File: src/rcfv_pkg.sv
package rcfv_pkg;

  // Bytes per frame, counted from reset with no resynchronization.
  localparam int FRAME_BYTES = 18;
  // Only the leading bytes of a frame carry fields that are kept.
  localparam int STORED_BYTES = 16;
  localparam int POS_W = $clog2(FRAME_BYTES);

  localparam int CH_W = 11;
  localparam int SPEED_W = 8;
  localparam int SPEED_LIMIT = 110;

  // Division by six: floor(a / 6) == (a * DIV6_RECIP) >> DIV6_SHIFT for every 11-bit a.
  localparam int DIV6_RECIP = 43691;
  localparam int DIV6_SHIFT = 18;
  localparam int RECIP_W = 16;
  localparam int PROD_W = CH_W + RECIP_W;

  localparam logic [CH_W-1:0] CENTER_RESET = CH_W'(1024);
  localparam logic [CH_W-1:0] MINIMUM_RESET = CH_W'(364);
  localparam logic [CH_W-1:0] MAXIMUM_RESET = CH_W'(1684);

  localparam int APB_DATA_W = 32;
  localparam int APB_ADDR_W = 4;

  typedef enum logic [1:0] {
    REG_CENTER  = 2'd0,
    REG_MINIMUM = 2'd1,
    REG_MAXIMUM = 2'd2
  } reg_index_e;

  typedef struct packed {
    logic [CH_W-1:0] center;
    logic [CH_W-1:0] minimum;
    logic [CH_W-1:0] maximum;
  } cfg_t;

  typedef logic [STORED_BYTES-1:0][7:0] frame_t;

  typedef struct packed {
    logic last;  // position points at the final byte of the frame
    logic done;  // frame completed on the previous accepted byte
  } frame_status_t;

  typedef struct packed {
    logic                      in_band;
    logic signed [SPEED_W-1:0] speed;
  } stick_t;

endpackage

File: src/rcfv_regs.sv
module rcfv_regs (
  input  logic                                  clk_i,
  input  logic                                  rst_ni,
  input  logic                                  psel,
  input  logic                                  penable,
  input  logic                                  pwrite,
  input  logic [rcfv_pkg::APB_ADDR_W-1:0]       paddr,
  input  logic [rcfv_pkg::APB_DATA_W-1:0]       pwdata,
  output logic [rcfv_pkg::APB_DATA_W-1:0]       prdata,
  output logic                                  pready,
  output rcfv_pkg::cfg_t                        cfg_o
);

  rcfv_pkg::cfg_t cfg_q;
  logic [1:0]     index;
  logic           wr_en;

  assign index  = paddr[3:2];
  assign pready = 1'b1;
  assign wr_en  = psel && penable && pwrite && pready;

  always_ff @(posedge clk_i or negedge rst_ni) begin
    if (!rst_ni) begin
      cfg_q.center  <= rcfv_pkg::CENTER_RESET;
      cfg_q.minimum <= rcfv_pkg::MINIMUM_RESET;
      cfg_q.maximum <= rcfv_pkg::MAXIMUM_RESET;
    end else if (wr_en) begin
      unique case (index)
        rcfv_pkg::REG_CENTER:  cfg_q.center  <= pwdata[rcfv_pkg::CH_W-1:0];
        rcfv_pkg::REG_MINIMUM: cfg_q.minimum <= pwdata[rcfv_pkg::CH_W-1:0];
        rcfv_pkg::REG_MAXIMUM: cfg_q.maximum <= pwdata[rcfv_pkg::CH_W-1:0];
        default: ;
      endcase
    end
  end

  always_comb begin
    prdata = '0;
    unique case (index)
      rcfv_pkg::REG_CENTER:  prdata = rcfv_pkg::APB_DATA_W'(cfg_q.center);
      rcfv_pkg::REG_MINIMUM: prdata = rcfv_pkg::APB_DATA_W'(cfg_q.minimum);
      rcfv_pkg::REG_MAXIMUM: prdata = rcfv_pkg::APB_DATA_W'(cfg_q.maximum);
      default:               prdata = '0;
    endcase
  end

  assign cfg_o = cfg_q;

endmodule

File: src/rcfv_frame.sv
module rcfv_frame (
  input  logic                  clk_i,
  input  logic                  rst_ni,
  input  logic                  accept_i,
  input  logic [7:0]            rx_byte_i,
  output rcfv_pkg::frame_t      frame_o,
  output rcfv_pkg::frame_status_t status_o
);

  localparam logic [rcfv_pkg::POS_W-1:0] LastPos =
    rcfv_pkg::POS_W'(rcfv_pkg::FRAME_BYTES - 1);

  logic [rcfv_pkg::POS_W-1:0] pos_q, pos_d;
  logic                       done_q;
  logic                       last;
  rcfv_pkg::frame_t           store_q;

  assign last  = (pos_q == LastPos);
  assign pos_d = last ? '0 : pos_q + rcfv_pkg::POS_W'(1);

  always_ff @(posedge clk_i or negedge rst_ni) begin
    if (!rst_ni) begin
      pos_q  <= '0;
      done_q <= 1'b0;
    end else begin
      done_q <= accept_i && last;
      if (accept_i) begin
        pos_q <= pos_d;
      end
    end
  end

  // Bytes beyond the stored part of the frame are counted but dropped.
  always_ff @(posedge clk_i) begin
    for (int i = 0; i < rcfv_pkg::STORED_BYTES; i++) begin
      if (accept_i && (pos_q == rcfv_pkg::POS_W'(i))) begin
        store_q[i] <= rx_byte_i;
      end
    end
  end

  assign frame_o       = store_q;
  assign status_o.last = last;
  assign status_o.done = done_q;

endmodule

File: src/rcfv_stick.sv
module rcfv_stick (
  input  logic [rcfv_pkg::CH_W-1:0] ch_i,
  input  rcfv_pkg::cfg_t            cfg_i,
  output rcfv_pkg::stick_t          stick_o
);

  localparam int DiffW = rcfv_pkg::CH_W + 1;

  logic signed [DiffW-1:0]          diff;
  logic [rcfv_pkg::CH_W-1:0]        mag;
  logic [rcfv_pkg::PROD_W-1:0]      prod;
  logic [rcfv_pkg::PROD_W-rcfv_pkg::DIV6_SHIFT-1:0] quot;
  logic [rcfv_pkg::SPEED_W-1:0]     sat;
  logic                             low_band;
  logic                             high_band;

  assign low_band  = (ch_i >= cfg_i.minimum) && (ch_i < cfg_i.center);
  assign high_band = (ch_i > cfg_i.center) && (ch_i <= cfg_i.maximum);

  assign diff = $signed({1'b0, cfg_i.center}) - $signed({1'b0, ch_i});
  assign mag  = diff[DiffW-1] ? rcfv_pkg::CH_W'(-diff) : rcfv_pkg::CH_W'(diff);

  // Divide the magnitude so that the quotient truncates toward zero.
  assign prod = rcfv_pkg::PROD_W'(mag) * rcfv_pkg::PROD_W'(rcfv_pkg::DIV6_RECIP);
  assign quot = prod[rcfv_pkg::PROD_W-1:rcfv_pkg::DIV6_SHIFT];

  assign sat = (quot > $bits(quot)'(rcfv_pkg::SPEED_LIMIT)) ?
               rcfv_pkg::SPEED_W'(rcfv_pkg::SPEED_LIMIT) : rcfv_pkg::SPEED_W'(quot);

  assign stick_o.in_band = low_band || high_band;
  assign stick_o.speed   = diff[DiffW-1] ? $signed(-sat) : $signed(sat);

endmodule

File: src/rc_frame_to_chassis_velocity_core.sv
// Remote-control frame unpacker with stick-to-velocity mapping. Received bytes are
// accepted one per clock and counted into fixed frames of FRAME_BYTES bytes from reset,
// with no resynchronization; the first sixteen bytes of each frame are kept in a byte
// register file. After the last byte of a frame is accepted, a single registered request
// appears on the output channel carrying the three held velocities (forward from
// channel 2, lateral from channel 3 negated, spin from channel 0, each (center - ch) / 6
// truncated toward zero and limited to +/-110), the two switches, the mouse axes and
// buttons, and the key word. A stick inside its accepted band but off center updates its
// velocity, a stick out of band or at center keeps it, and all three at center clears
// all three. The sustained rate is one byte per cycle; the only stall comes from the
// single result register, which holds off the final byte of the next frame while the
// previous result is still waiting to be taken. The three stick registers are written
// through the APB port at byte offsets 0 (center), 4 (minimum) and 8 (maximum), should
// be changed only while the block is idle, and read back their current values.
module rc_frame_to_chassis_velocity_core (
  input  logic                            clk_i,
  input  logic                            rst_ni,

  input  logic                            psel,
  input  logic                            penable,
  input  logic                            pwrite,
  input  logic [rcfv_pkg::APB_ADDR_W-1:0] paddr,
  input  logic [rcfv_pkg::APB_DATA_W-1:0] pwdata,
  output logic [rcfv_pkg::APB_DATA_W-1:0] prdata,
  output logic                            pready,

  input  logic                            in_valid_i,
  output logic                            in_stall_o,
  input  logic [7:0]                      rx_byte_i,

  output logic                            out_valid_o,
  input  logic                            out_stall_i,
  output logic signed [7:0]               forward_speed_o,
  output logic signed [7:0]               lateral_speed_o,
  output logic signed [7:0]               spin_speed_o,
  output logic [1:0]                      left_switch_o,
  output logic [1:0]                      right_switch_o,
  output logic signed [15:0]              mouse_x_o,
  output logic signed [15:0]              mouse_y_o,
  output logic signed [15:0]              mouse_z_o,
  output logic [7:0]                      mouse_left_press_o,
  output logic [7:0]                      mouse_right_press_o,
  output logic [15:0]                     key_bits_o
);

  rcfv_pkg::cfg_t          cfg;
  rcfv_pkg::frame_t        frame;
  rcfv_pkg::frame_status_t status;
  logic                    in_accept;

  rcfv_regs u_regs (
    .clk_i   (clk_i),
    .rst_ni  (rst_ni),
    .psel    (psel),
    .penable (penable),
    .pwrite  (pwrite),
    .paddr   (paddr),
    .pwdata  (pwdata),
    .prdata  (prdata),
    .pready  (pready),
    .cfg_o   (cfg)
  );

  // The result register is loaded from the registered done flag, so the last byte may
  // only enter when the register is empty or is being emptied at the same edge.
  assign in_stall_o = status.last && out_valid_o && out_stall_i;
  assign in_accept  = in_valid_i && !in_stall_o;

  rcfv_frame u_frame (
    .clk_i     (clk_i),
    .rst_ni    (rst_ni),
    .accept_i  (in_accept),
    .rx_byte_i (rx_byte_i),
    .frame_o   (frame),
    .status_o  (status)
  );

  // Stick channels are packed 11 bits each, least significant bit first.
  logic [rcfv_pkg::CH_W-1:0] ch0, ch2, ch3;

  assign ch0 = {frame[1][2:0], frame[0]};
  assign ch2 = {frame[4][0], frame[3], frame[2][7:6]};
  assign ch3 = {frame[5][3:0], frame[4][7:1]};

  rcfv_pkg::stick_t stick_fwd, stick_lat, stick_spin;

  rcfv_stick u_stick_fwd  (.ch_i(ch2), .cfg_i(cfg), .stick_o(stick_fwd));
  rcfv_stick u_stick_lat  (.ch_i(ch3), .cfg_i(cfg), .stick_o(stick_lat));
  rcfv_stick u_stick_spin (.ch_i(ch0), .cfg_i(cfg), .stick_o(stick_spin));

  // Held velocities carry over from frame to frame.
  logic signed [7:0] held_fwd_q, held_fwd_d;
  logic signed [7:0] held_lat_q, held_lat_d;
  logic signed [7:0] held_spin_q, held_spin_d;
  logic              all_center;

  assign all_center = (ch0 == cfg.center) && (ch2 == cfg.center) && (ch3 == cfg.center);

  always_comb begin
    held_fwd_d  = stick_fwd.in_band  ? stick_fwd.speed    : held_fwd_q;
    held_lat_d  = stick_lat.in_band  ? -stick_lat.speed   : held_lat_q;
    held_spin_d = stick_spin.in_band ? stick_spin.speed   : held_spin_q;
    if (all_center) begin
      held_fwd_d  = '0;
      held_lat_d  = '0;
      held_spin_d = '0;
    end
  end

  logic out_valid_q;

  always_ff @(posedge clk_i or negedge rst_ni) begin
    if (!rst_ni) begin
      out_valid_q <= 1'b0;
      held_fwd_q  <= '0;
      held_lat_q  <= '0;
      held_spin_q <= '0;
    end else begin
      if (status.done) begin
        out_valid_q <= 1'b1;
        held_fwd_q  <= held_fwd_d;
        held_lat_q  <= held_lat_d;
        held_spin_q <= held_spin_d;
      end else if (!out_stall_i) begin
        out_valid_q <= 1'b0;
      end
    end
  end

  // The pass-through fields are captured from the store when the frame completes.
  logic [1:0]  left_sw_q, right_sw_q;
  logic [15:0] mouse_x_q, mouse_y_q, mouse_z_q, key_q;
  logic [7:0]  left_press_q, right_press_q;

  always_ff @(posedge clk_i) begin
    if (status.done) begin
      left_sw_q     <= frame[5][7:6];
      right_sw_q    <= frame[5][5:4];
      mouse_x_q     <= {frame[7], frame[6]};
      mouse_y_q     <= {frame[9], frame[8]};
      mouse_z_q     <= {frame[11], frame[10]};
      left_press_q  <= frame[12];
      right_press_q <= frame[13];
      key_q         <= {frame[15], frame[14]};
    end
  end

  assign out_valid_o         = out_valid_q;
  assign forward_speed_o     = held_fwd_q;
  assign lateral_speed_o     = held_lat_q;
  assign spin_speed_o        = held_spin_q;
  assign left_switch_o       = left_sw_q;
  assign right_switch_o      = right_sw_q;
  assign mouse_x_o           = $signed(mouse_x_q);
  assign mouse_y_o           = $signed(mouse_y_q);
  assign mouse_z_o           = $signed(mouse_z_q);
  assign mouse_left_press_o  = left_press_q;
  assign mouse_right_press_o = right_press_q;
  assign key_bits_o          = key_q;

endmodule

File: config.mk
export PLATFORM = sky130hd
export DESIGN_NAME = rc_frame_to_chassis_velocity_core
export DESIGN_NICKNAME = d
export VERILOG_FILES = /design/src/rcfv_pkg.sv /design/src/rcfv_regs.sv /design/src/rcfv_frame.sv /design/src/rcfv_stick.sv /design/src/rc_frame_to_chassis_velocity_core.sv
export SDC_FILE = /design/constraint.sdc
export NUM_CORES = 1
export LEC_CHECK = 0
export BUFFER_PORTS_ARGS = -buffer_cell sky130_fd_sc_hd__buf_2
export CAP_MARGIN = 20
export CORE_UTILIZATION = 60
export DETAILED_ROUTE_END_ITERATION = 16
export PLACE_DENSITY = 0.91
export SKIP_CTS_REPAIR_TIMING = 1
export SLEW_MARGIN = 20
export SYNTH_ARGS = -nofsm -noshare
export SYNTH_HDL_FRONTEND = slang
export SYNTH_SLANG_ARGS = --single-unit
File: constraint.sdc
create_clock -name clk_i -period 19.8 [get_ports clk_i]
set_input_delay 1.98 -clock clk_i [delete_from_list [all_inputs] [get_ports clk_i]]
set_output_delay 1.98 -clock clk_i [all_outputs]
set_load 0.03 [all_outputs]
* Word level (Yosys, flattened, before mapping)
Index checks and enable logic that the tools add are counted.
** Storage, ports and cells
- Register bits :: 271
- Input port bits :: 51
- Output and inout port bits :: 143
- Logic and storage cells :: 148
** Operators by class
- $add $sub $neg :: 11
- Multipliers :: 3
- Magnitude comparators :: 15
- Equality and inequality tests :: 22
- Mux-type cells :: 19
- Reduce and logical (&&, ||, !) cells :: 45
** Operators with widths (number)
- 8-bit two-way mux :: 12
- 11-bit by 16-bit multiplier with 27-bit output (second input constant) :: 3
- 5-bit by 4-bit == test with 1-bit output (second input constant) :: 8
- 11-bit by 11-bit subtractor with 12-bit output :: 3
- 11-bit == test :: 3
- 11-bit greater-or-equal comparator :: 3
- 11-bit greater-than comparator :: 3
- 11-bit less-or-equal comparator :: 3
- 11-bit less-than comparator :: 3
- 11-bit two-way mux :: 3
- 11-bit negation :: 3
- 11-bit case mux with 3 select lines :: 1
- 8-bit negation :: 4
- 1-bit logical AND :: 30
- 9-bit by 7-bit greater-than comparator with 1-bit output (second input constant) :: 3
- 5-bit by 3-bit == test with 1-bit output (second input constant) :: 4
- 2-bit AND reduction :: 6
- 5-bit by 2-bit == test with 1-bit output (second input constant) :: 2
- 2-bit nonzero test :: 3
- 5-bit by 1-bit adder with 5-bit output (second input constant) :: 1
- 5-bit by 1-bit == test with 1-bit output (second input constant) :: 1
- 5-bit == test (second input constant) :: 1
- 5-bit zero test :: 1
- 5-bit two-way mux :: 1
- other kinds (7) :: 10

* Depth between registers and ports, before layout
- Depth after elaboration :: 11
- Mapped depth :: 45
- Gate-level depth less buffers :: 44

* By module
A second synthesis with hierarchy kept.
** Second synthesis, totals
- Cells, all modules :: 2163
- Area, all modules :: 23059.6 sq um
** By module, submodules not included
- rcfv_frame :: instances 1, cells each 187, area each 4365.4 sq um, sequential area each 3993.8 sq um
- rcfv_stick at u_stick_fwd :: instances 1, cells each 519, area each 4336.7 sq um, sequential area each 0.0 sq um
- rc_frame_to_chassis_velocity_core :: instances 1, cells each 298, area each 4249.1 sq um, sequential area each 3148.0 sq um
- rcfv_stick at u_stick_lat :: instances 1, cells each 518, area each 4221.5 sq um, sequential area each 0.0 sq um
- rcfv_stick at u_stick_spin :: instances 1, cells each 506, area each 4180.3 sq um, sequential area each 0.0 sq um
- rcfv_regs :: instances 1, cells each 135, area each 1706.6 sq um, sequential area each 839.6 sq um

* Worst setup path before layout
OpenSTA, ideal clock, no wires.
- Path type :: flip-flop to flip-flop
- From :: register u_regs.cfg_q, in the netlist u_regs.cfg_o[23]
- To :: register held_lat_q[5], in the netlist lateral_speed_o[5]
- Library setup time :: 0.121 ns
- Arrival time :: 9.547 ns
- Required time :: 19.679 ns
- Setup slack :: 10.132 ns
- Stages on the path, launching flop included :: 38
- Buffers on the path :: 0
- Clock period less this slack :: 9.668 ns
- Cells stage by stage :: dfrtp_1 -> ha_1 -> nor2b_1 -> o31ai_2 -> nand2_1 -> a21oi_1 -> xnor2_1 -> or4_1 -> or4_1 -> o21ai_0 -> xor2_1 -> xor2_1 -> inv_1 -> ha_1 -> fa_1 -> fa_1 -> inv_1 -> fa_1 -> [2 not listed] -> ha_1 -> a21oi_1 -> o221ai_1 -> a21oi_1 -> o21ai_0 -> o31a_1 -> o31a_1 -> xnor2_1 -> or4_1 -> a22o_1 -> nand3_1 -> ha_1 -> and3_1 -> a2111oi_0 -> a32o_1 -> nand2_1 -> xnor2_1 -> a22o_1
** On the way
- Cells in the longest elaborated chain, start to end :: 11
- Elaborated cells between the ends (all ways) :: 23
- Those cells by class :: add/sub (4); mul (1); order compare (3); eq/ne (3); mux (5); reduce/logical (7)
** RTL lines
- from (decl) :: line rcfv_regs.sv:14 : rcfv_pkg::cfg_t cfg_q;
- 11-bit by 11-bit subtractor with 12-bit output :: line rcfv_stick.sv:20 : assign diff = $signed({1'b0, cfg_i.center}) - $signed({1'b0, ch_i});
- 11-bit negation :: line rcfv_stick.sv:21 : assign mag = diff[DiffW-1] ? rcfv_pkg::CH_W'(-diff) : rcfv_pkg::CH_W'(diff);
- 11-bit two-way mux :: line rcfv_stick.sv:21
- 11-bit by 16-bit multiplier with 27-bit output :: line rcfv_stick.sv:24 : assign prod = rcfv_pkg::PROD_W'(mag) * rcfv_pkg::PROD_W'(rcfv_pkg::DIV6_RECIP);
- 9-bit by 7-bit greater-than comparator with 1-bit output :: line rcfv_stick.sv:27 : assign sat = (quot > $bits(quot)'(rcfv_pkg::SPEED_LIMIT)) ?
- 8-bit two-way mux :: line rcfv_stick.sv:27
- 8-bit negation :: line rcfv_stick.sv:31 : assign stick_o.speed = diff[DiffW-1] ? $signed(-sat) : $signed(sat);
- 8-bit two-way mux :: line rcfv_stick.sv:31
- 8-bit negation :: line rc_frame_to_chassis_velocity_core.sv:101 : held_lat_d = stick_lat.in_band ? -stick_lat.speed : held_lat_q;
- 8-bit two-way mux :: line rc_frame_to_chassis_velocity_core.sv:101
- 8-bit two-way mux :: line rc_frame_to_chassis_velocity_core.sv:103 : if (all_center) begin
- to (signal assigned) :: line rc_frame_to_chassis_velocity_core.sv:122 : held_lat_q <= held_lat_d;
- to (decl) :: line rc_frame_to_chassis_velocity_core.sv:93 : logic signed [7:0] held_lat_q, held_lat_d;
Parallel ways exist; a longest one is shown, timed or not. The select of a mux whose other input is x is not followed.
A chain may end at the register's enable or synchronous reset.

* Worst setup path after layout
- From :: register u_regs.cfg_q, in the netlist u_regs.cfg_o[23]
- To :: register held_lat_q[6], in the netlist lateral_speed_o[6]
The elaborated chain is that of the path after synthesis.

==> summary.txt <==
Synth
  – Portion of the post-synthesis area used by sequential elements: 0.355
  – Gate count of the mapped netlist: between 1,500 and 2,000
  – Count of warnings emitted by yosys: 0
  – Distinct cells, synth: 84
  – Number of flops mapped to enable cells by yosys: 201
  – Yosys top cell area share: 0.280
  – Multiplexer fraction of the synthesized cell area: 0.0198
  – Main combinational cell family by area after synthesis: adder cells
  – Adder and majority cell fraction of the synthesized area: 0.303
  – Leading post-synthesis cells by cell area: edfxtp_1 (28%), ha_1 (19%), fa_1 (11%)
  – Simple-gate area share of the yosys netlist: 0.105
  – Post-synthesis cell area: about 22,000 um2
  – Synth async-reset ratio: 0.242
  – Fraction of the mapped netlist area in compound gates: 0.124
  – Synth Area in XOR/XNOR: 0.0321
  – FF+latch count, synth: ~270
  – Primary flip-flop cell chosen by synthesis mapping: edfxtp_1
  – Syn_area_per_cell: approximately 11 um2
  – Dominant cell type by area after synthesis: edfxtp_1

Final layout
  – Area used by multi-input combinational logic: 12,700 um2
  – Leading cell types in the layout, fill and taps excluded: ha_1 (330), inv_1 (276), edfxtp_1 (201), buf_2 (149), nand2_1 (125)
  – Commonest non-fill, non-tap cell in the layout: ha_1
  – Filler cells: roughly 2,600
  – Area used by sequential logic in the layout: approximately 7700 um2
  – Share of layout cells above drive strength 1: 0.117
  – P&R area growth vs syn: 9.14%
  – Net total in the final layout: between 2,000 and 3,000

Worst setup path
  – Capturing element type of the critical path: flop
  – Critical path start-end classification: reg2reg
  – Delay of the slowest critical-path stage: between 600 and 700 ps
  – FF-to-FF setup slack: between 8000 and 9000 ps
  – Slowest cell on the critical path: dfrtp_1
  – Arrival time at the worst endpoint: 11,770 ps
  – Largest fanout on the critical path: 13
  – CP Data Required Time: ~20,000 ps
  – Worst Setup Start Kind: flop

STA
  – Accumulated negative setup slack: 0 ps
  – Final-report hold violation count: 0
  – Final number of setup-violating endpoints: 0
  – Least setup slack across all paths after layout: ~8500 ps
  – Clk_skew: approximately 17 ps
  – Worst Tran Pin Value: 1110 ps
  – Unrepaired setup endpoints after global routing: no
  – Fmax: 0.0881 GHz
  – Min Tclk post-route: 11,350 ps
  – Count of final max-slew check failures: 0
  – Worst slew margin relative to its limit: 0.262
  – Fin crit share: 0.573

Floorplan
  – FP Rows: 69
  – Vertical die dimension: roughly 190 um
  – Die X-Extent: 192 um
  – Std-Cell Core Area: 35,500 um2
  – Die outline area: 36,700 um2
  – Count of boundary I/O pins: 194
  – Effective utilization at floorplan: 0.608

Job
  – Max-cap viol count: 0

Global routing
  – First-pass GRT wire length: approximately 83,000 um
  – Via count of the first global-routing pass: between 15,000 and 20,000
  – Global-route usage over all layers: 0.288
  – Pin count of the biggest net entering global routing: 86
  – Overall overflow remaining after global route: 0
  – Antenna violations before repair: 1

Placement
  – Dpl hpwl: a little over 40,000 um
  – I/O Buffers: ~150
  – Weighted congestion reported at the end of routability-driven placement: roughly 0.98
  – Worst setup slack before clock tree synthesis: 8600 ps

Detailed routing
  – Violation count after the first detailed-route iteration: around 1,000
  – Final ANT Viol Nets: 0
  – Vias per Instance: 5.99
  – Routed length per instance: between 15 and 20 um
  – DRC violations left: 0
  – Via count: 15,700
  – Routed wire length: 51,900 um
  – DRT Pass-1 Iters: 5

Clocking
  – Max Buffers Root-to-Sink: 3
  – Total CTS buffers: 25
  – Max H-tree Level: 1
  – Clock insertion delay at the later pin of the skew report: approximately 540 ps
  – Clock sink count: about 270
  – Clk pin slew, worst setup/hold paths: around 70 ps
  – Root Driver: clkbuf_16
  – CTS tree: built

Worst hold path
  – Hold/Removal Path Class: reg2reg

Run status
  – Status: complete, no violations
-- worst paths after layout --
kind / end / from / depth (start not counted)
worst max register to register: lateral_speed_o[6]$_DFFE_PN0P_ / u_regs.cfg_o[23]$_DFFE_PN0P_ / 38
worst max-delay path: lateral_speed_o[6]$_DFFE_PN0P_ / u_regs.cfg_o[23]$_DFFE_PN0P_ / 38
max in group asynchronous: u_frame.done_q$_DFF_PN0_ / rst_ni / 2
min in group asynchronous: spin_speed_o[3]$_DFFE_PN0P_ / rst_ni / 2
worst min register to register: mouse_y_o[4]$_DFFE_PP_ / u_frame.frame_o[68]$_DFFE_PP_ / 0
worst min-delay path: mouse_y_o[4]$_DFFE_PP_ / u_frame.frame_o[68]$_DFFE_PP_ / 0
-- worst max-delay path: cells and delay by family (launching register included) --
family,cells,cell delay [ps]
simple gates,12,3100
xor+xnor,4,750
compound gates,11,2980
fa+ha+maj,8,3490
flops,1,650
buf+inv,3,240
-- metrics by stage --
step	area, um2	util	hold slack (ps)	instances
2_1_floorplan	21600	-	400	2011
3_3_place_gp	22700	0.641	401	2577
3_5_place_dp	22700	0.641	405	2577
4_1_cts	23500	0.663	416	2622
5_1_grt	23500	0.663	419	2623
6_report	23500	0.663	415	2625
-- cells in the mapped netlist, types with 5 or more instances --
cell,number
ha_1,330
inv_1,276
edfxtp_1,201
nand2_1,125
fa_1,120
o21ai_0,93
a21oi_1,80
nor2_1,70
xnor2_1,57
dfrtp_1,53
a21o_1,45
nand3_1,29
o21a_1,29
and2_1,27
nand4_1,27
nor2b_1,26
nor3_1,26
nand2b_1,24
buf_4,23
mux2_2,22
xor2_1,22
clkbuf_1,21
mux2i_1,18
and3_1,15
a211oi_1,14
o211ai_1,14
or3_1,13
dfstp_2,11
o31ai_1,11
or4_1,11
a22o_1,10
a31oi_1,9
nor4_1,9
a2111oi_0,8
a211o_1,8
o21bai_1,8
and4_1,7
o31a_1,7
or2_2,7
a32o_1,5
-- routing by layer --
metal / routed length [um] / global-route usage / share of wire / up-vias
met5: 0 / 0 / 0 / -
met4: 2160 / 0.121 / 0.042 / 0
met3: 3290 / 0.0484 / 0.063 / 126
met2: 25900 / 0.513 / 0.50 / 517
met1: 20500 / 0.343 / 0.40 / 7711
li1: - / - / - / 7381
-- state kept, by name, indices dropped and copies added (netlist names) --
register and cells:
right_switch_o 2, mouse_left_press_o 8, out_valid_o 1, u_frame.done_q 1
mouse_y_o 16, u_frame.frame_o 117, mouse_z_o 16, mouse_right_press_o 8
key_bits_o 16, u_frame.pos_q 5, mouse_x_o 16, forward_speed_o 8
left_switch_o 2, spin_speed_o 8, lateral_speed_o 8, u_regs.cfg_o 33
-- cell type report --
class | instances | share of cell area
well taps | 461 | 0.0245
multi-input cells | 1421 | 0.539
inverters | 276 | 0.0440
flip-flops and latches | 265 | 0.325
repair buffers | 155 | 0.0336
clock inverters | 15 | 0.00590
diodes | 2 | 0.000213
clock buffers | 30 | 0.0274
-- kinds of logic after synthesis --
| logic type | count (synthesis) |
|---|---|
| xor+xnor | 79 |
| compound gates | 394 |
| buf+inv | 325 |
| flops | 265 |
| fa+ha+maj | 450 |
| other cells | 2 |
| simple gates | 436 |
| mux | 40 |
Power is left out: the tool's default activity adds up to more than one toggle a clock period on the data nets, which glitch-free logic cannot reach.
